**config.mk**
```make
export PLATFORM = sky130hd
export DESIGN_NAME = acw_front_flat
export DESIGN_NICKNAME = d
export VERILOG_FILES = /design/src/rtl/core/acw_pkg.sv /design/src/rtl/core/acw_req_if.sv /design/src/rtl/core/acw_front.sv /design/src/flat_wrapper.sv
export SDC_FILE = /design/constraint.sdc
export NUM_CORES = 1
export LEC_CHECK = 0
export BUFFER_PORTS_ARGS = -buffer_cell sky130_fd_sc_hd__buf_2
export CORE_AREA = 2 2 210 212
export CTS_CLUSTER_DIAMETER = 100
export DETAILED_ROUTE_END_ITERATION = 6
export DIE_AREA = 0 0 212 214
export PLACE_DENSITY = 0.66
export SLEW_MARGIN = 20
export SYNTH_ARGS = -nofsm -noshare
export SYNTH_HDL_FRONTEND = slang
export SYNTH_SLANG_ARGS = --single-unit
```
**constraint.sdc**
```tcl
create_clock -name clock -period 9.5 [get_ports clock]
set_input_delay 0.95 -clock clock [delete_from_list [all_inputs] [get_ports clock]]
set_output_delay 0.95 -clock clock [all_outputs]
set_load 0.01 [all_outputs]
```
**src/rtl/core/acw_pkg.sv**
```systemverilog
// Shared types, constants and helpers of the chunk chain walker.
`default_nettype none

package acw_pkg;

   localparam int OFFSET_BITS = 40;          // width of the byte offsets
   localparam int OUT_W       = 40;          // width of chunk_start and file_end
   localparam int LEN_W       = 33;          // width of chunk_length
   localparam int CNT_W       = 5;           // header byte counter
   localparam int HDR_BYTES   = 20;
   localparam int HDR_LAST    = HDR_BYTES - 1;
   localparam int CAP_DEPTH   = HDR_BYTES - 1;   // last header byte is used straight from the input

   localparam int WVPK_EXTRA    = 8;
   localparam int APE_EXTRA     = 32;
   localparam int TAG_SKIP      = 128;
   localparam int MIN_WVPK_SIZE = 24;

   localparam int QUEUE_DEPTH = 4;           // power of two
   localparam int QPTR_W      = $clog2(QUEUE_DEPTH);

   localparam logic [OFFSET_BITS-1:0] OFF_MAX = '1;

   // Magic words, little-endian over the captured bytes
   localparam logic [31:0] MAGIC_WVPK   = 32'h6B70_7677;   // "wvpk"
   localparam logic [31:0] MAGIC_APE_LO = 32'h5445_5041;   // "APET"
   localparam logic [31:0] MAGIC_APE_HI = 32'h5845_4741;   // "AGEX"
   localparam logic [23:0] MAGIC_TAG    = 24'h47_4154;     // "TAG"

   typedef enum logic [2:0] {
      KIND_AUDIO   = 3'd0,
      KIND_APE     = 3'd1,
      KIND_ID3     = 3'd2,
      KIND_UNKNOWN = 3'd3,
      KIND_REJECT  = 3'd4
   } acw_kind_type;

   typedef enum logic [2:0] {
      PH_FIRST = 3'b001,
      PH_WALK  = 3'b010,
      PH_STOP  = 3'b100
   } acw_phase_type;

   // One judged chunk, as passed from the front to the back
   typedef struct packed {
      acw_kind_type            kind;
      logic [OFFSET_BITS-1:0]  start;
      logic [31:0]             size;
      logic [OFFSET_BITS-1:0]  file_end;
   } acw_rec_type;

   function automatic logic [OFFSET_BITS-1:0] sat_add(input logic [OFFSET_BITS-1:0] a,
                                                      input logic [LEN_W-1:0] b);
      logic [OFFSET_BITS:0] sum;
      sum = {1'b0, a} + (OFFSET_BITS+1)'(b);
      if (sum >= {1'b0, OFF_MAX})
         return OFF_MAX;
      return sum[OFFSET_BITS-1:0];
   endfunction

   function automatic logic [OUT_W-1:0] out_mask(input logic [OFFSET_BITS-1:0] x);
      logic [OUT_W+OFFSET_BITS-1:0] wide;
      wide = {{OUT_W{1'b0}}, x};
      return wide[OUT_W-1:0];
   endfunction

endpackage

`default_nettype wire

```
**src/rtl/core/acw_req_if.sv**
```systemverilog
// Byte channel into the chunk chain walker.
`default_nettype none

interface acw_req_if;
   logic       valid;
   logic       ready;
   logic [7:0] data_byte;
   logic       start_of_file;

   modport source (output valid, output data_byte, output start_of_file, input ready);
   modport sink   (input valid, input data_byte, input start_of_file, output ready);
endinterface

`default_nettype wire

```
**src/rtl/core/acw_front.sv**
```systemverilog
// Front end: counts bytes, captures chunk headers and classifies each chunk.
`default_nettype none

module acw_front import acw_pkg::*; (
   input  logic        clock,
   input  logic        reset,
   acw_req_if.sink     req,
   input  logic        queue_full,
   output logic        push,
   output acw_rec_type push_rec
);

   logic [OFFSET_BITS-1:0] off_ff, off_in, off_cur;
   logic [OFFSET_BITS-1:0] next_ff, next_in, next_cur;
   logic [CNT_W-1:0]       cnt_ff, cnt_in, cnt_cur;
   acw_phase_type          phase_ff, phase_in, phase_cur;
   logic [7:0]             cap_ff [CAP_DEPTH];
   logic [LEN_W-1:0]       len_wv_ff, len_ape_ff;
   logic [OFFSET_BITS-1:0] sum_wv_ff, sum_ape_ff, sum_tag_ff;
   logic [OFFSET_BITS:0]   exp_pos;
   logic [31:0]            size_wv, size_ape;
   logic                   accept, take, judge;
   logic                   m_wv, m_ape, m_tag, idx_zero, size_ok;
   acw_rec_type            rec;

   assign req.ready = !queue_full;
   assign accept    = req.valid && req.ready;

   assign size_wv  = {cap_ff[7], cap_ff[6], cap_ff[5], cap_ff[4]};
   assign size_ape = {cap_ff[15], cap_ff[14], cap_ff[13], cap_ff[12]};
   assign m_wv     = {cap_ff[3], cap_ff[2], cap_ff[1], cap_ff[0]} == MAGIC_WVPK;
   assign m_ape    = ({cap_ff[3], cap_ff[2], cap_ff[1], cap_ff[0]} == MAGIC_APE_LO) &&
                     ({cap_ff[7], cap_ff[6], cap_ff[5], cap_ff[4]} == MAGIC_APE_HI);
   assign m_tag    = {cap_ff[2], cap_ff[1], cap_ff[0]} == MAGIC_TAG;
   assign idx_zero = (cap_ff[16] == 8'h00) && (cap_ff[17] == 8'h00) &&
                     (cap_ff[18] == 8'h00) && (req.data_byte == 8'h00);
   assign size_ok  = size_wv >= 32'(MIN_WVPK_SIZE);

   always_comb begin
      // A start mark restarts the walk before its byte is taken
      if (req.start_of_file) begin
         off_cur   = '0;
         next_cur  = '0;
         cnt_cur   = '0;
         phase_cur = PH_FIRST;
      end else begin
         off_cur   = off_ff;
         next_cur  = next_ff;
         cnt_cur   = cnt_ff;
         phase_cur = phase_ff;
      end

      off_in  = (off_cur == OFF_MAX) ? off_cur : off_cur + OFFSET_BITS'(1);
      exp_pos = {1'b0, next_cur} + (OFFSET_BITS+1)'(cnt_cur);
      take    = (phase_cur != PH_STOP) && ({1'b0, off_cur} == exp_pos);
      judge   = take && (cnt_cur == CNT_W'(HDR_LAST));

      rec.kind     = KIND_UNKNOWN;
      rec.start    = next_cur;
      rec.size     = size_wv;
      next_in      = next_cur;
      phase_in     = phase_cur;

      case (phase_cur)
         PH_FIRST: begin
            if (m_wv && idx_zero && size_ok) begin
               rec.kind = KIND_AUDIO;
               next_in  = sum_wv_ff;
               phase_in = PH_WALK;
            end else begin
               rec.kind  = KIND_REJECT;
               rec.start = '0;
               phase_in  = PH_STOP;
            end
         end
         PH_WALK: begin
            if (m_wv) begin
               rec.kind = KIND_AUDIO;
               next_in  = sum_wv_ff;
            end else if (m_ape) begin
               rec.kind = KIND_APE;
               rec.size = size_ape;
               next_in  = sum_ape_ff;
            end else if (m_tag) begin
               rec.kind = KIND_ID3;
               next_in  = sum_tag_ff;
            end else begin
               phase_in = PH_STOP;
            end
         end
         default: begin
            phase_in = PH_STOP;
         end
      endcase

      rec.file_end = (rec.kind == KIND_REJECT) ? '0 : next_in;

      if (judge) begin
         cnt_in = '0;
      end else begin
         next_in  = next_cur;
         phase_in = phase_cur;
         cnt_in   = take ? cnt_cur + CNT_W'(1) : cnt_cur;
      end
   end

   assign push     = accept && judge;
   assign push_rec = rec;

   always_ff @(posedge clock) begin
      if (reset) begin
         off_ff   <= '0;
         next_ff  <= '0;
         cnt_ff   <= '0;
         phase_ff <= PH_FIRST;
      end else if (accept) begin
         off_ff   <= off_in;
         next_ff  <= next_in;
         cnt_ff   <= cnt_in;
         phase_ff <= phase_in;
      end
   end

   // Capture header bytes; the last one is judged straight from the input
   always_ff @(posedge clock) begin
      if (accept && take && !judge)
         cap_ff[cnt_cur] <= req.data_byte;
   end

   // Candidate next offsets, settled well before the last header byte arrives
   always_ff @(posedge clock) begin
      len_wv_ff  <= {1'b0, size_wv} + LEN_W'(WVPK_EXTRA);
      len_ape_ff <= {1'b0, size_ape} + LEN_W'(APE_EXTRA);
      sum_wv_ff  <= sat_add(next_ff, len_wv_ff);
      sum_ape_ff <= sat_add(next_ff, len_ape_ff);
      sum_tag_ff <= sat_add(next_ff, LEN_W'(TAG_SKIP));
   end

endmodule

`default_nettype wire

```
**src/flat_wrapper.sv**
```systemverilog
// flat-port wrapper written by rule: the top's interface ports become plain ports
module acw_front_flat import acw_pkg::*;
  (clock, reset, queue_full, push, push_rec, req_valid, req_data_byte, req_start_of_file, req_ready);
  acw_req_if req_i ();
  input  logic clock;
  input  logic reset;
  input  logic queue_full;
  output logic push;
  output acw_rec_type push_rec;
  input wire logic [$bits(req_i.valid)-1:0] req_valid;
  input wire logic [$bits(req_i.data_byte)-1:0] req_data_byte;
  input wire logic [$bits(req_i.start_of_file)-1:0] req_start_of_file;
  output wire logic [$bits(req_i.ready)-1:0] req_ready;
  assign req_i.valid = req_valid;
  assign req_i.data_byte = req_data_byte;
  assign req_i.start_of_file = req_start_of_file;
  assign req_ready = req_i.ready;
  acw_front u_core (.clock(clock), .reset(reset), .req(req_i), .queue_full(queue_full), .push(push), .push_rec(push_rec));
endmodule
```
Word level (Yosys, flattened, before mapping) --
Memory sizes are Yosys's and may differ from the RTL's. Cells that the tools add are included.
Word-level totals: register bits after elaboration 274, memory bits (writable) 152, bits of input ports 13, output and inout bits 117, logic and storage cells 92, memories kept 1
Operators by class: add/subtract/negate cells 8, $lt $le $gt $ge 4, eq/ne operators 11, mux-type cells 41, reduce and logical (&&, ||, !) cells 18
Memory list:
- u_core.cap_ff | depth 19, bits a word 8, read ports 15, clocked after memory_dff 0, write ports 1, line acw_front.sv:17 | logic [7:0] cap_ff [CAP_DEPTH];
Operators by type and width (number):
- 2-to-1 mux 40 bit | 17
- >= comparator 41 x 40 -> 1 bit (second input constant) | 3
- == test 32 x 31 -> 1 bit (second input constant) | 3
- 2-to-1 mux 32 bit | 3
- adder 40 x 33 -> 41 bit | 2
- case mux 40 bit (2 select lines) | 1
- adder 40 x 5 -> 41 bit | 1
- adder 40 x 8 -> 41 bit (second input constant) | 1
- == test 40 x 41 -> 1 bit | 1
- adder 40 x 1 -> 40 bit (second input constant) | 1
- == test 40 bit (second input constant) | 1
- adder 32 x 4 -> 33 bit (second input constant) | 1
- adder 32 x 6 -> 33 bit (second input constant) | 1
- >= comparator 32 x 5 -> 1 bit (second input constant) | 1
- zero test 8 bit | 4
- == test 24 x 23 -> 1 bit (second input constant) | 1
- 2-to-1 mux 3 bit | 8
- 2-to-1 mux 5 bit | 3
- logical AND 1 bit | 12
- case mux 3 bit (2 select lines) | 2
- 2-to-1 mux 1 bit | 6
- adder 5 x 1 -> 5 bit (second input constant) | 1
- == test 5 bit (second input constant) | 1
- == test 3 x 1 -> 1 bit (second input constant) | 1
- 5 further kinds | 6

Depth between registers and ports, before layout --
An unclocked memory read counts as a cell.
word-level depth 11, depth in mapped cells 22, mapped depth without buffers 13

Worst setup path after synthesis --
No wires, ideal clock.
kind in2out, start point in req_start_of_file, end point out push, data arrival time 5678 ps, data required time 8550 ps, path slack 2872 ps, stages 19, buffers on the path 10, cells stage by stage buf_2 > clkbuf_1 > clkbuf_1 > clkbuf_1 > clkbuf_1 > clkbuf_1 > buf_1 > nor2_1 > ha_1 > a21o_1 > a41oi_1 > a211oi_1 > a2111oi_0 > nand4_1 > or4b_1 > buf_2 > nor4_4 > buf_4 > buf_4
Between the ends: longest elaborated chain between the ends 6, elaborated cells between the ends (all ways) 11, classes of those cells add/sub: 1; eq/ne: 3; mux: 4; reduce/logical: 3
RTL lines:
- start, declared | line flat_wrapper.sv:12 | input wire logic [$bits(req_i.start_of_file)-1:0] req_start_of_file;
- 2-to-1 mux 40 bit / 2-to-1 mux 5 bit (equally long branches) | line acw_front.sv:41 | if (req.start_of_file) begin
- adder 40 x 5 -> 41 bit | line acw_front.sv:54 | exp_pos = {1'b0, next_cur} + (OFFSET_BITS+1)'(cnt_cur);
- == test 40 x 41 -> 1 bit | line acw_front.sv:55 | take = (phase_cur != PH_STOP) && ({1'b0, off_cur} == exp_pos);
- logical AND 1 bit | line acw_front.sv:55
- logical AND 1 bit (*) | line acw_front.sv:56 | judge = take && (cnt_cur == CNT_W'(HDR_LAST));
- logical AND 1 bit (*) | line acw_front.sv:107 | assign push = accept && judge;
- end, declared | line flat_wrapper.sv:8 | output logic push;
Every way passes the cells marked *; elsewhere a longest branch is shown, timed or not.

Worst setup path in the final report --
Same ends and word-level chain as after synthesis.

==> results.toml <==
[timing]
setup_viol = 0
setup-tns-final_ns = 0
hold-worst-slack_ns = 0.3721
min_period_ns = 6.101
finalClockSkew_ns = 0.03049
hold_viol = 0
finalMaxSlewViolations = 0
post-route-period-util = 0.6422
tightest_slew_ns = 1.108
rsz0062_at_grt = "no"
fmax_ghz = 0.1639
slew_headroom = 0.2542
setup_slack_ns = 3.399

[die]
initial_core_util = 0.4988
fp.dieArea_um2 = 45370
die_w_um = 212
core_area_um2 = 42890
ios = 130
rows = 76
die_height_um = 214

[place]
placed_cells = 3062
gp_congestion = 0.9368
portBuffers = 129
dp_slack_ns = 3.139
hpwl_um = 52490
dpl-instance-area_um2 = 22430

[critical_path]
crit_path_max_incr_delay_ns = 0.79
critPathSlowestCell = "or4b_1"
crit_arrival_ns = 5.15
crit_path_end_kind = "output pin"
crit_buf_inv = 2
critPathMostFrequentCell = "ha_1"
crit_fanout = 51
cp.required_ns = 8.55
criticalPathCategory = "in -> out"
cp_cell_sequence = "buf_4 > nor2b_1 > ha_1 > ha_1 > a21o_1 > a41oi_1 > a211oi_1 > a2111oi_0 > nand4_1 > or4b_1 > nor4_4 > buf_2"
path_delay_family = "simple AND/OR/NAND/NOR gates"
cp-start-kind = "input port"

[status]
status = "complete, no violations"

[synth]
ys_seq_elements = 394
synth_nets = 2550
ys_seq_area_frac = 0.4248
synthFlopType = "dfxtp_1"
synth_area_per_cell_um2 = 8.707
synth_area_um2 = 21390
synthArstFlopShare = 0
synth_cell_types = 76
synth_edf_count = 120
yosys_warnings = 0
syn_inst = 2457

[clocking]
post_cts_resized = 0
clk-insertion-delay-late_ns = 0.60
cts_buffer_depth = 3
ctsRootBufferMaster = "clkbuf_16"
post-cts-setup-buffer-count = 0
hold_buffers = 0
cts_sinks = 394
cts_buffers = 44
ctsHtreeMaxLevel = 2
cts_tree = "built"
clk_pin_slew_ns = 0.06

[detailed_routing]
avgViaCountPerCell = 6.005
drc = 0
drt-total-wl_um = 70810
ant_nets = 0
first_iter_violations = 1810
wl_per_cell_um = 22.52
via_count = 18880
dr.pass1.iters = 5

[layout]
layout_commonest_cell = "nand2_1"
layout_common_cells = "327 x nand2_1, 274 x dfxtp_1, 265 x nor2_1"
fillers = 3936
n_antenna_cell = 0
syn2layout_area_growth_pct = 12.22
layout-drive-gt1-share = 0.1059
fin_area_um2 = 24010
instances_no_fill = 3144
final_net_count = 2616

[global_route]
grt-ovfl-total = 0
grt_use_total = 0.3080
antenna_found_initial = 3
grt_max_degree = 84
grt_pass1_wl_um = 107100
grt_pass1_vias = 17690

[hold_path]
min_path_type = "reg -> reg"

[job]
maxCapViolCount = 0

[power_and_ir_drop]
ir_drop_mv = 0.1765
leakage_nw = 9.775
power_density_nw_per_um2 = 151.1
-- area by class of cell --
cell class / instances / area, um2 / share of cell area
Timing Repair Buffer: 154 / 838.3 / 0.03492
Clock inverter: 29 / 340.3 / 0.01418
Sequential cell: 394 / 9089 / 0.3786
Tap cell: 585 / 732.0 / 0.03049
Inverter: 76 / 285.3 / 0.01188
Clock buffer: 53 / 1237 / 0.05154
Multi-Input combinational cell: 1853 / 11490 / 0.4784
-- routing by layer --
metal | global-route usage | wire, um | up-vias | share of wire
met5 | 0 | 0 | - | 0
met4 | 0.1096 | 2417 | 0 | 0.034
met2 | 0.4856 | 32030 | 817 | 0.45
met1 | 0.4282 | 31180 | 9055 | 0.44
li1 | - | - | 8870 | -
met3 | 0.04823 | 5183 | 139 | 0.073
-- through the flow --
stage	util	power (mW)
after CTS	0.5598	3.649
after global routing	0.5598	3.723
after detailed placement	0.5230	1.841
after floorplan	-	1.808
after global placement	0.5230	1.841
final	0.5598	3.628
-- Yosys cell counts, types with 9 or more instances --
cell type,n,share of area
nor3_1,65,0.015
nand2_1,327,0.057
buf_2,15,0.0035
a22oi_1,39,0.014
and2_1,16,0.0047
nand4_1,59,0.017
a31oi_1,23,0.0067
nor2b_1,25,0.0073
clkbuf_1,97,0.017
xnor2_1,157,0.064
buf_1,11,0.0019
a21oi_1,140,0.033
nand3_1,70,0.016
or4_1,9,0.0032
a21o_1,93,0.033
edfxtp_1,120,0.17
or3_1,9,0.0026
ha_1,78,0.046
nor2_1,267,0.047
o31ai_1,11,0.0039
dfxtp_1,274,0.26
and3_1,24,0.0070
mux2_2,17,0.0089
xor2_1,65,0.027
nand4b_1,9,0.0037
nand2b_1,20,0.0058
nor4_1,40,0.012
o21ai_0,110,0.026
inv_1,76,0.013
and4_1,11,0.0045
-- worst reg2reg max path: cells and delay by family, from the launching register on --
family | cells | cell delay [ns]
flip-flops | 1 | 0.70
multiplexers | 1 | 0.24
AND/OR/NAND/NOR | 9 | 4.26
-- state kept, by name (all words and copies together) (netlist names) --
register,cells
u_core.cap_ff,120
u_core.next_ff,40
u_core.sum_wv_ff,40
u_core.off_ff,40
u_core.len_wv_ff,33
u_core.len_ape_ff,33
u_core.sum_tag_ff,40
u_core.cnt_ff,5
u_core.sum_ape_ff,40
u_core.phase_ff,3
-- worst paths after layout --
kind | slack, ns | startpoint | depth (start not counted) | to
max reg2reg | 3.95 | u_core.next_ff[12]$_SDFFE_PP0P_ | 10 | u_core.cap_ff[12][4]$_DFFE_PP_
min reg2reg | 0.37 | u_core.cap_ff[12][4]$_DFFE_PP_ | 0 | u_core.len_ape_ff[4]$_DFF_P_
min | 0.37 | u_core.cap_ff[12][4]$_DFFE_PP_ | 0 | u_core.len_ape_ff[4]$_DFF_P_
max | 3.40 | req_start_of_file | 12 | push
-- where the power goes --
group | switching, mW | internal (mW)
Combinational | 0.0548 | 0.0127
Clock | 0.745 | 1.08
Sequential | 0.00297 | 1.73
-- cell families (layout without fill, tap and decap cells) --
family | count (synthesis) | in the layout | synth area share
DFF | 394 | 394 | 0.4248
adders and majority gates | 80 | 80 | 0.04749
buffers and inverters | 210 | 312 | 0.04036
AOI/OAI and AO/OA | 525 | 525 | 0.1583
and+or+nand+nor | 997 | 997 | 0.2232
xor gates and xnor gates | 222 | 222 | 0.09089
muxes | 29 | 29 | 0.01497
Power figures use the tool's default switching activity.
