===== src/rtl/core/acw_pkg.sv =====
// Shared types, constants and helpers of the chunk chain walker.
`default_nettype none

package acw_pkg;

   localparam int OFFSET_BITS = 40;          // width of the byte offsets
   localparam int OUT_W       = 40;          // width of chunk_start and file_end
   localparam int LEN_W       = 33;          // width of chunk_length
   localparam int CNT_W       = 5;           // header byte counter
   localparam int HDR_BYTES   = 20;
   localparam int HDR_LAST    = HDR_BYTES - 1;
   localparam int CAP_DEPTH   = HDR_BYTES - 1;   // last header byte is used straight from the input

   localparam int WVPK_EXTRA    = 8;
   localparam int APE_EXTRA     = 32;
   localparam int TAG_SKIP      = 128;
   localparam int MIN_WVPK_SIZE = 24;

   localparam int QUEUE_DEPTH = 4;           // power of two
   localparam int QPTR_W      = $clog2(QUEUE_DEPTH);

   localparam logic [OFFSET_BITS-1:0] OFF_MAX = '1;

   // Magic words, little-endian over the captured bytes
   localparam logic [31:0] MAGIC_WVPK   = 32'h6B70_7677;   // "wvpk"
   localparam logic [31:0] MAGIC_APE_LO = 32'h5445_5041;   // "APET"
   localparam logic [31:0] MAGIC_APE_HI = 32'h5845_4741;   // "AGEX"
   localparam logic [23:0] MAGIC_TAG    = 24'h47_4154;     // "TAG"

   typedef enum logic [2:0] {
      KIND_AUDIO   = 3'd0,
      KIND_APE     = 3'd1,
      KIND_ID3     = 3'd2,
      KIND_UNKNOWN = 3'd3,
      KIND_REJECT  = 3'd4
   } acw_kind_type;

   typedef enum logic [2:0] {
      PH_FIRST = 3'b001,
      PH_WALK  = 3'b010,
      PH_STOP  = 3'b100
   } acw_phase_type;

   // One judged chunk, as passed from the front to the back
   typedef struct packed {
      acw_kind_type            kind;
      logic [OFFSET_BITS-1:0]  start;
      logic [31:0]             size;
      logic [OFFSET_BITS-1:0]  file_end;
   } acw_rec_type;

   function automatic logic [OFFSET_BITS-1:0] sat_add(input logic [OFFSET_BITS-1:0] a,
                                                      input logic [LEN_W-1:0] b);
      logic [OFFSET_BITS:0] sum;
      sum = {1'b0, a} + (OFFSET_BITS+1)'(b);
      if (sum >= {1'b0, OFF_MAX})
         return OFF_MAX;
      return sum[OFFSET_BITS-1:0];
   endfunction

   function automatic logic [OUT_W-1:0] out_mask(input logic [OFFSET_BITS-1:0] x);
      logic [OUT_W+OFFSET_BITS-1:0] wide;
      wide = {{OUT_W{1'b0}}, x};
      return wide[OUT_W-1:0];
   endfunction

endpackage

`default_nettype wire


===== src/rtl/core/acw_queue.sv =====
// Short queue of judged chunks between the front and the back.
`default_nettype none

module acw_queue import acw_pkg::*; (
   input  logic        clock,
   input  logic        reset,
   input  logic        push,
   input  acw_rec_type push_rec,
   output logic        full,
   input  logic        pop,
   output acw_rec_type pop_rec,
   output logic        not_empty
);

   acw_rec_type       mem_ff [QUEUE_DEPTH];
   logic [QPTR_W-1:0] wr_ptr_ff, rd_ptr_ff;
   logic [QPTR_W:0]   count_ff, count_in;
   logic              do_pop;

   assign full      = count_ff == (QPTR_W+1)'(QUEUE_DEPTH);
   assign not_empty = count_ff != '0;
   assign pop_rec   = mem_ff[rd_ptr_ff];
   assign do_pop    = pop && not_empty;

   always_comb begin
      count_in = count_ff;
      if (push && !do_pop)
         count_in = count_ff + (QPTR_W+1)'(1);
      else if (do_pop && !push)
         count_in = count_ff - (QPTR_W+1)'(1);
   end

   always_ff @(posedge clock) begin
      if (reset) begin
         wr_ptr_ff <= '0;
         rd_ptr_ff <= '0;
         count_ff  <= '0;
      end else begin
         if (push)
            wr_ptr_ff <= wr_ptr_ff + QPTR_W'(1);
         if (do_pop)
            rd_ptr_ff <= rd_ptr_ff + QPTR_W'(1);
         count_ff <= count_in;
      end
   end

   always_ff @(posedge clock) begin
      if (push)
         mem_ff[wr_ptr_ff] <= push_rec;
   end

endmodule

`default_nettype wire


===== config.mk =====
export PLATFORM = sky130hd
export DESIGN_NAME = acw_queue
export DESIGN_NICKNAME = d
export VERILOG_FILES = /design/src/rtl/core/acw_pkg.sv /design/src/rtl/core/acw_queue.sv
export SDC_FILE = /design/constraint.sdc
export NUM_CORES = 1
export LEC_CHECK = 0
export ABC_CLOCK_PERIOD_IN_PS = 4350
export BUFFER_PORTS_ARGS = -buffer_cell sky130_fd_sc_hd__buf_2
export CAP_MARGIN = 20
export CORE_MARGIN = 1
export CORE_UTILIZATION = 57
export DETAILED_ROUTE_END_ITERATION = 16
export HOLD_SLACK_MARGIN = 0.03
export PLACE_DENSITY = 0.85
export SYNTH_ARGS = -nofsm -noshare
export SYNTH_HDL_FRONTEND = slang
export SYNTH_SLANG_ARGS = --single-unit

===== constraint.sdc =====
create_clock -name clock -period 4.35 [get_ports clock]
set_input_delay 0.87 -clock clock [delete_from_list [all_inputs] [get_ports clock]]
set_output_delay 0.87 -clock clock [all_outputs]
set_load 0.02 [all_outputs]

Word level (Yosys, flattened, before mapping)
Memory sizes are Yosys's and may differ from the RTL's. A register that Yosys moved wholly into a read port is not among the register bits.
Index checks and enable logic that the tools add are counted.
{ "word_totals": {"input_bits": 119, "ram_bits": 460, "output_inout_bits": 117, "mem_count": 1, "latch_bits": 0, "elab_cells": 22, "mem_bits_ro": 0, "register_bits": 7} }
{ "op_classes": {"add_sub_neg": 4, "n_eq_ne": 1, "div": 0, "order_cmp": 0, "muxes": 6, "n_bitwise": 0, "n_reduce_logical": 7, "shifts": 0, "mul": 0} }
{ "memory_table": {"columns": ["memory", "depth", "width", "read_ports", "rd_clocked_by_memory_dff", "write_ports", "line_no", "source"], "rows": [
  ["mem_ff", 4, 115, 1, 1, 1, "acw_queue.sv:15", "acw_rec_type mem_ff [QUEUE_DEPTH];"]
]} }
{ "ops": {"columns": ["cell", "count"], "rows": [
  ["2-to-1 mux 3 bit", 2],
  ["adder 2 x 1 -> 2 bit, second input constant", 2],
  ["2-to-1 mux 2 bit", 2],
  ["adder 3 x 1 -> 3 bit, second input constant", 1],
  ["== test 3 bit, second input constant", 1],
  ["logical AND 1 bit", 3],
  ["nonzero test 3 bit", 1],
  ["subtractor 3 x 1 -> 3 bit, second input constant", 1],
  ["logical NOT 1 bit", 2],
  ["2-to-1 mux 1 bit", 2],
  ["nonzero test 2 bit", 1]
]} }

Depth between registers and ports, before layout
Gate-level depths: netlist of the first run.
{ "logic_depth": {"depth_word": 5, "ltp_mapped": 7, "mapped_depth_nobuf": 7} }

Least setup slack after synthesis of the first run
OpenSTA, ideal clock, no wires.
{ "synth_timing": {"path_kind": "input-to-reg", "from": "input port push", "to": "memory mem_ff[0][0] in the netlist's numbering (enable)", "t_arrival_ps": 3513, "stages": 1, "required_time_ps": 3863, "setup_ps": 487, "path_buffers": 0, "path_slack_ps": 350, "cell_sequence": "and2_1"} }
{ "synth_via": {"elab_chain_len": 2} }
{ "synth_rtl": {"columns": ["item", "line_no", "source"], "rows": [
  ["start: declaration", "acw_queue.sv:7", "input logic push,"],
  ["2-to-1 mux 1 bit", "acw_queue.sv:48", "if (push)"],
  ["2-to-1 mux 1 bit (not written as such)", "acw_queue.sv:49", "mem_ff[wr_ptr_ff] <= push_rec;"],
  ["end: declaration", "acw_queue.sv:15", null]
]} }
No other way between the ends.

==> results.md, run 1 <==
* Slew margin rel. at 46.8%
* Clock Tree Buf Depth at 3
* Number of setup buffers added after CTS at 0
* Syn Area/Cell at 26.4 µm²
* Switching part of the total at 26.8%
* Fmax at 305 MHz
* CP Data Required Time at 3480 ps
* Crit Path Category: reg -> out
* Io pins at 236
* Worst hold path type: reg -> reg
* WL per Instance at 24.0 µm
* Mapped Nets at 770
* GRT Util Overall at 21.6%
* Pwr Total at 11.9 mW
* Unrepaired setup endpoints after global routing: false
* Combinational Power Share at 22.0%
* IO buf count at 235
* Mapped Cells at 645
* Core Region at 29,000 µm²
* Distinct cells, synth at 20
* Die area at 30,500 µm²
* Post-Layout Cell Count at 1,339
* DRC at 0
* Fin Setup TNS at 0 ps
* Post-Place Cells at 1,252
* Clock network latency to the later pin of the worst-skew pair at 550 ps
* Global-route wire length before repair at 48.7 mm
* Vias at 7,776
* Slew Viols, Final at 0
* Antenna violations before repair at 5
* Crit share post-route at 75.3%
* Die Y at 175 µm
* Seq/Total Area, Yosys at 82.3%
* Clock sink count at 469
* Largest net degree at the start of global routing at 68
* Post-Route Skew at 10.2 ps
* CTS buffer count at 45
* Post-CTS Resized at 0
* Final Util at 69.7%
* Hold Fails Final Rpt at 0
* Die Width at 175 µm
* Clock transition at path regs at 60 ps
* Layout cell share with drive strength beyond 1 at 45.8%
* Area of the multi-input gates at 2840 µm²
* Power Density at 589 nW/µm²
* Int Power at 8.71 mW
* Pre-antenna DRT Iters at 5
* H-tree depth at 2
* Hpwl dp at 19.0 mm
* CTS tree: yes
* GRT Residual Overflow at 0
* Synth warn at 0
* Hold_ws at 536 ps
* Critical path endpoint category: primary output
* Gpl congestion at 0.705
* Starting Density at 58.6%
* Area Growth Syn to Fin at 18.8%
* Routed wire length at 32.1 mm
* Switch Pwr at 3.19 mW
* Vias per cell at 5.81
* Final setup vio count at 0
* Number of routed nets with antenna violations at 0
* Static leakage power at 6.79 nW
* Critical path data arrival time at 2400 ps
* Sequential share of power at 45.1%
* Fillers at 1,749
* Slew @ Worst Pin at 798 ps
* Status: finished, final reports clean
* Worst-path fanout max at 25
* Sequential cell area at 14,000 µm²
* Netlist Area Pre-Place at 17,000 µm²
* Post-CTS Hold Fix Bufs at 0
* Peak supply drop at 618 µV
* Yosys reg bits at 469
* Clk pwr share at 32.9%
* NumNets Final at 1,040
* Vias in the first global route at 8,250
* Initial DRC count at 574
* FP Rows at 62
* Final Critical Period at 3270 ps
* CTS root buf: clkbuf_16
* Max cap viols at 0
* CP Launch Type: register
-- per-layer routing --
| metal | vias to the layer above | GRT usage [%] | share of wire, % |
|---|---|---|---|
| met2 | 333 | 36.2 | 52 |
| met3 | 53 | 5.13 | 8.2 |
| li1 | 3335 | - | - |
| met1 | 4051 | 28.5 | 38 |
| met4 | 4 | 6.20 | 1.9 |
| met5 | - | 0 | 0.096 |
-- logic make-up after synthesis --
group	count (synthesis)	share of synthesized area (%)
buf+inv	30	1.07
fa+ha+maj	6	0.486
compound gates	4	0.154
mux	117	15.3
xor+xnor	5	0.257
simple gates	14	0.419
flops	469	82.3
-- through the flow --
stage          cell area [µm²]  setup slack (ps)
2_1_floorplan            17000               350
6_report                 20200              1080
3_5_place_dp             18700              1580
5_1_grt                  20200               921
3_3_place_gp             18700              1570
4_1_cts                  20200               989
-- power groups by stage --
| stage | clock network [mW] | logic (mW) | registers, mW |
|---|---|---|---|
| 2_1_floorplan | 0 | 1.96 | 5.37 |
| 3_3_place_gp | 0 | 2.62 | 5.44 |
| 3_5_place_dp | 0 | 2.65 | 5.46 |
| 4_1_cts | 3.98 | 2.67 | 5.37 |
| 5_1_grt | 4.14 | 2.78 | 5.39 |
| 6_report | 3.91 | 2.62 | 5.36 |
-- cell type report --
cell class	count	share of cell area, %
sequential	469	69.3
multi-input combinational	146	14.1
timing repair buffer	250	6.75
clock buffer	55	5.76
tap	384	2.38
clock inverter	28	1.67
inverter	3	0.0557
antenna	4	0.0495
-- registers in the layout, summed over array words and instances, names as in the netlist, named ones only --
register	cells
rd_ptr_ff	2
wr_ptr_ff	2
count_ff	3
mem_ff	460
-- critical path, stage by stage (launching register included) --
cell	delay [ps]
dfxtp_4	690
buf_4	410
mux4_2	580
buf_2	180
-- synth_stat cells --
master    instances  area share (%)
or3_1             2           0.074
mux4_2          115              15
mux2i_1           2            0.12
inv_1             3           0.066
fa_1              1            0.12
xor2_1            4            0.21
o21ai_0           1           0.029
a21oi_1           1           0.029
o31ai_1           1           0.044
ha_1              5            0.37
o311ai_0          1           0.052
nor2_1            7            0.15
buf_6             7            0.46
xnor2_1           1           0.052
nor3b_1           1           0.044
buf_2            13            0.38
clkbuf_1          7            0.15
dfxtp_1           9             1.1
edfxtp_1        460              81
and2_1            4            0.15
-- path summary, 6_finish.rpt --
| path | start | endpoint | slack [ps] | cells past startpoint |
|---|---|---|---|---|
| worst max-delay path | register | pop_rec[9] | 1080 | 3 |
| worst min-delay path | rd_ptr_ff[0] | register | 540 | 2 |
| worst max register to register | count_ff[0] | count_ff[2] | 2180 | 7 |
| worst min register to register | rd_ptr_ff[0] | register | 540 | 2 |
-- cells in the final DEF, fill, tap and decap left out, drive strengths merged --
| cell type | n |
|---|---|
| edfxtp | 460 |
| buf | 250 |
| mux4 | 115 |
| clkbuf | 55 |
| clkinv | 18 |
| dfxtp | 9 |
| nor2 | 7 |
| bufinv | 7 |
| ha | 5 |
| inv | 5 |
| diode | 4 |
| and2 | 4 |
| xor2 | 4 |
| or3 | 2 |
| mux2i | 2 |
| o31ai | 1 |
| nor3b | 1 |
| xnor2 | 1 |
| o311ai | 1 |
| o21ai | 1 |
| a21oi | 1 |
| fa | 1 |
| clkinvlp | 1 |
Power figures use the tool's default switching activity.
==> run 2: changes to the inputs <==
Settings changed: ABC_CLOCK_PERIOD_IN_PS 4350 to 3150.
Clock period 4.35 ns to 3.15 ns, I/O delays scaled along.
==> run 2 against run 1 <==
Total power up 38%. Largest power group unchanged. Core utilization up 0.20 points. Die area unchanged.
==> results.md, run 2 (same netlist as run 1, synthesis figures left out) <==
* Max reg flops at 460
* GRT Util Overall at 21.8%
* Worst hold path type: in -> reg
* Global-route wire length before repair at 49.2 mm
* Area of the multi-input gates at 2840 µm²
* Max cap viols at 0
* Most flops, register: mem_ff
* NumNets Final at 1,039
* IO buf count at 235
* Commonest non-fill, non-tap cell in the layout: edfxtp_1
* H-tree depth at 2
* Post-Route Skew at 12.3 ps
* Vias at 7,756
* GRT Residual Overflow at 0
* Gpl congestion at 0.717
* Fillers at 1,735
* FP Rows at 62
* Placed Area at 18,800 µm²
* Layout cell share with drive strength beyond 1 at 45.6%
* Sequential cell area at 14,000 µm²
* Clock network latency to the later pin of the worst-skew pair at 530 ps
* Slew @ Worst Pin at 521 ps
* Number of routed nets with antenna violations at 0
* Die area at 30,500 µm²
* CP Data Required Time at 2520 ps
* CTS tree: yes
* Hold Fails Final Rpt at 0
* Final setup vio count at 0
* Clock transition at path regs at 60 ps
* Worst-path fanout max at 60
* Post-CTS Hold Fix Bufs at 0
* Pre-antenna DRT Iters at 5
* Unrepaired setup endpoints after global routing: false
* Fmax at 353 MHz
* Status: finished, final reports clean
* Fin Setup TNS at 0 ps
* Io pins at 236
* DRC at 0
* Antenna violations before repair at 6
* Post-CTS Resized at 0
* Hpwl dp at 19.0 mm
* CP Launch Type: register
* Largest regs: mem_ff x460, count_ff x3
* Die Width at 175 µm
* Final Critical Period at 2830 ps
* Starting Density at 58.6%
* Slew margin rel. at 65.3%
* Peak supply drop at 774 µV
* Crit share post-route at 90.0%
* Number of setup buffers added after CTS at 0
* Clock Tree Buf Depth at 3
* Slowest cell on crit path: mux4_2
* Crit Path Category: reg -> out
* CTS buffer count at 45
* Routed wire length at 32.7 mm
* Largest net degree at the start of global routing at 67
* Critical Path, Cell by Cell: buf_12 -> mux4_2 -> buf_2
* Slew Viols, Final at 0
* WL per Instance at 24.5 µm
* Static leakage power at 6.80 nW
* Core Region at 29,000 µm²
* Area Growth Syn to Fin at 19.2%
* Vias per cell at 5.81
* Critical path data arrival time at 2200 ps
* Critical path endpoint category: primary output
* Power Density at 812 nW/µm²
* Clock sink count at 469
* Most frequent cells in the layout: edfxtp_1, buf_2, mux4_2
* CTS root buf: clkbuf_16
* Vias in the first global route at 8,285
* Post-route cell area at 20,300 µm²
* Initial DRC count at 602
* CP max stage delay at 610 ps
* Die Y at 175 µm
## run 2: cell count changes in the layout (fill, tap and decap cells not counted), sizes merged
cell    before  now
clkbuf      55   59
clkinv      18   13
inv          5    4
bufinv       7    6
buf        250  249
## run 2: final cells by class
type                    instances  area share, %
diodes                          4         0.0494
clock buffers                  59           6.12
flip-flops and latches        469           69.1
multi-input cells             146           14.0
inverters                       3         0.0556
clock inverters                21           1.24
well taps                     384           2.37
repair buffers                249           7.06
## run 2: where the power goes
| part | switching, mW | internal, mW | leakage (nW) | total [mW] |
|---|---|---|---|---|
| combinational | 2.10 | 1.61 | 1.77 | 3.71 |
| clock | 2.14 | 3.26 | 0.727 | 5.40 |
| sequential | 0.146 | 7.19 | 4.30 | 7.34 |
## run 2: routing by layer
metal | global-route usage, % | vias up | wire length (µm)
li1 | - | 3337 | -
met1 | 28.2 | 4071 | 12700
met2 | 37.7 | 307 | 16900
met3 | 5.11 | 39 | 2550
met4 | 5.00 | 2 | 555
met5 | 0 | - | 13
## run 2: final timing paths
| check | cells after the start | slack (ps) | start | end |
|---|---|---|---|---|
| max | 3 | 320 | register | pop_rec[11] |
| min reg2reg | 2 | 560 | rd_ptr_ff[1] | register |
| max reg2reg | 7 | 950 | count_ff[0] | count_ff[2] |
| min | 1 | 310 | push_rec[5] | mem_ff[1][5] |
## run 2: through the flow
step	std cells	hold WS, ps	total power, mW	utilization (%)	setup slack [ps]
after global placement	1251	505	11.1	64.7	867
final	1335	315	16.5	69.9	315
after global routing	1332	294	17.0	69.8	195
after floorplan	645	484	10.1	-	660
after CTS	1331	286	16.6	69.8	272
after detailed placement	1251	551	11.2	64.7	851
## run 2: critical path, delay by kind of cell, from the launching register on
family,cells,cell delay (ps)
buf+inv,2,570
mux,1,610
flops,1,410
==> run 3: changes to the inputs <==
Settings changed: RECOVER_POWER set to 25.
==> run 3 against run 2 <==
First-iteration DRC count is 2.2% higher. Core utilization decreased by 0.34 points. Critical path depth is the same. Total power about the same. Clock power barely moved. Wire length about the same. Die area did not move.
==> results.md, run 3 (same netlist as run 1, synthesis figures left out) <==
* Status: finished, final reports clean
* CTS buffer count at 45
* Worst-path fanout max at 60
* Layout cell share with drive strength beyond 1 at 37.7%
* RR Endpoint: count_ff[2]
* Die Width at 175 µm
* Critical path endpoint category: primary output
* Hold path depth at 1
* Io pins at 236
* Hold Fails Final Rpt at 0
* Critical Path, Cell by Cell: buf_12 -> mux4_2 -> buf_2
* R2R depth at 7
* Post-CTS Resized at 0
* IO buf count at 235
* Routed wire length at 32.7 mm
* Largest net degree at the start of global routing at 67
* Number of setup buffers added after CTS at 0
* Area of the multi-input gates at 2840 µm²
* Commonest non-fill, non-tap cell in the layout: edfxtp_1
* Sequential cell area at 14,000 µm²
* Starting Density at 58.6%
* Vias at 7,728
* Gpl congestion at 0.717
* Clock network latency to the later pin of the worst-skew pair at 530 ps
* Vias in the first global route at 8,285
* Core Region at 29,000 µm²
* CTS tree: yes
* Crit share post-route at 89.7%
* Final Critical Period at 2820 ps
* Static leakage power at 6.59 nW
* FP Rows at 62
* Slew @ Worst Pin at 526 ps
* NumNets Final at 1,039
* CTS root buf: clkbuf_16
* Slew Viols, Final at 0
* Post-CTS Hold Fix Bufs at 0
* Max cap viols at 0
* Hold_ws at 324 ps
* Pre-antenna DRT Iters at 5
* Area Growth Syn to Fin at 18.6%
* CP Launch Type: register
* Hold worst-path end: mem_ff[2][38]
* Peak supply drop at 719 µV
* H-tree depth at 2
* DRC at 0
* Crit Path Category: reg -> out
* GRT Util Overall at 21.8%
* Largest regs: mem_ff x460, count_ff x3
* Slew margin rel. at 64.9%
* Post-Route Skew at 12.9 ps
* Initial DRC count at 615
* Vias per cell at 5.80
* Unrepaired setup endpoints after global routing: false
* Antenna violations before repair at 3
* Clock transition at path regs at 60 ps
* Most flops, register: mem_ff
* Slowest cell on crit path: mux4_2
* CP max stage delay at 600 ps
* Power Density at 815 nW/µm²
* Worst hold path type: in -> reg
* Fmax at 354 MHz
* Hpwl dp at 19.0 mm
* Hold_sp: push_rec[38]
* Fillers at 1,772
* Global-route wire length before repair at 49.2 mm
* Clock sink count at 469
* Fin Setup TNS at 0 ps
* Critical path data arrival time at 2190 ps
* GRT Residual Overflow at 0
* Reg2reg setup slack at 960 ps
* Max reg flops at 460
* Die Y at 175 µm
* Clock Tree Buf Depth at 3
* Final setup vio count at 0
* WL per Instance at 24.5 µm
* Worst flop-to-flop path startpoint: count_ff[0]
* Die area at 30,500 µm²
* CP Data Required Time at 2520 ps
* Most frequent cells in the layout: edfxtp_1, buf_2, mux4_2
* Number of routed nets with antenna violations at 0
## run 3: changes by cell type in the layout (fill, tap and decap cells not counted)
| cell | change |
|---|---|
| clkbuf_1 | +75 |
| diode_2 | -2 |
| buf_2 | -75 |
## run 3: layer usage
layer | wire, µm | share of wire (%) | track usage, % | vias to the layer above
met5 | 13 | 0.040 | 0 | -
met2 | 16900 | 52 | 37.7 | 321
met4 | 499 | 1.5 | 5.00 | 2
met1 | 12600 | 39 | 28.2 | 4031
met3 | 2650 | 8.1 | 5.11 | 38
li1 | - | - | - | 3336
## run 3: how the worst max path moves through the flow
stage,endpoint,slack [ps],cells after the start,from
after floorplan,mem_ff[1][0],660,1,push
after global placement,pop_rec[76],870,3,register
after detailed placement,pop_rec[80],850,3,register
after CTS,pop_rec[11],270,3,register
after global routing,pop_rec[11],200,3,register
final,pop_rec[11],330,3,register
## run 3: where the power goes
group	switching, mW	leakage, nW	total (mW)	internal [mW]
combinational	2.10	1.57	3.70	1.60
sequential	0.147	4.30	7.34	7.19
clock	2.14	0.727	5.40	3.26
total	4.39	6.59	16.4	12.0
## run 3: area by class of cell
| type | instances | area share (%) |
|---|---|---|
| Sequential cell | 469 | 69.4 |
| Multi-Input combinational cell | 146 | 14.1 |
| Timing Repair Buffer | 249 | 6.63 |
| Clock buffer | 59 | 6.15 |
| Tap cell | 384 | 2.38 |
| Clock inverter | 21 | 1.25 |
| Inverter | 3 | 0.0558 |
| Antenna cell | 2 | 0.0248 |
## run 3: critical path, delay by kind of cell (launching register included)
kind / cells / cell delay [ps]
muxes: 1 / 600
buffers and inverters: 2 / 570
DFF: 1 / 410
## run 3: stage by stage
step / util, % / setup WS [ps] / area, µm² / power, mW / std cells
5_1_grt: 69.5 / 195 / 20200 / 17.0 / 1331
6_report: 69.5 / 326 / 20200 / 16.4 / 1333
3_5_place_dp: 64.7 / 851 / 18800 / 11.2 / 1251
4_1_cts: 69.8 / 272 / 20300 / 16.6 / 1331
2_1_floorplan: - / 660 / 17000 / 10.1 / 645
3_3_place_gp: 64.7 / 867 / 18800 / 11.1 / 1251
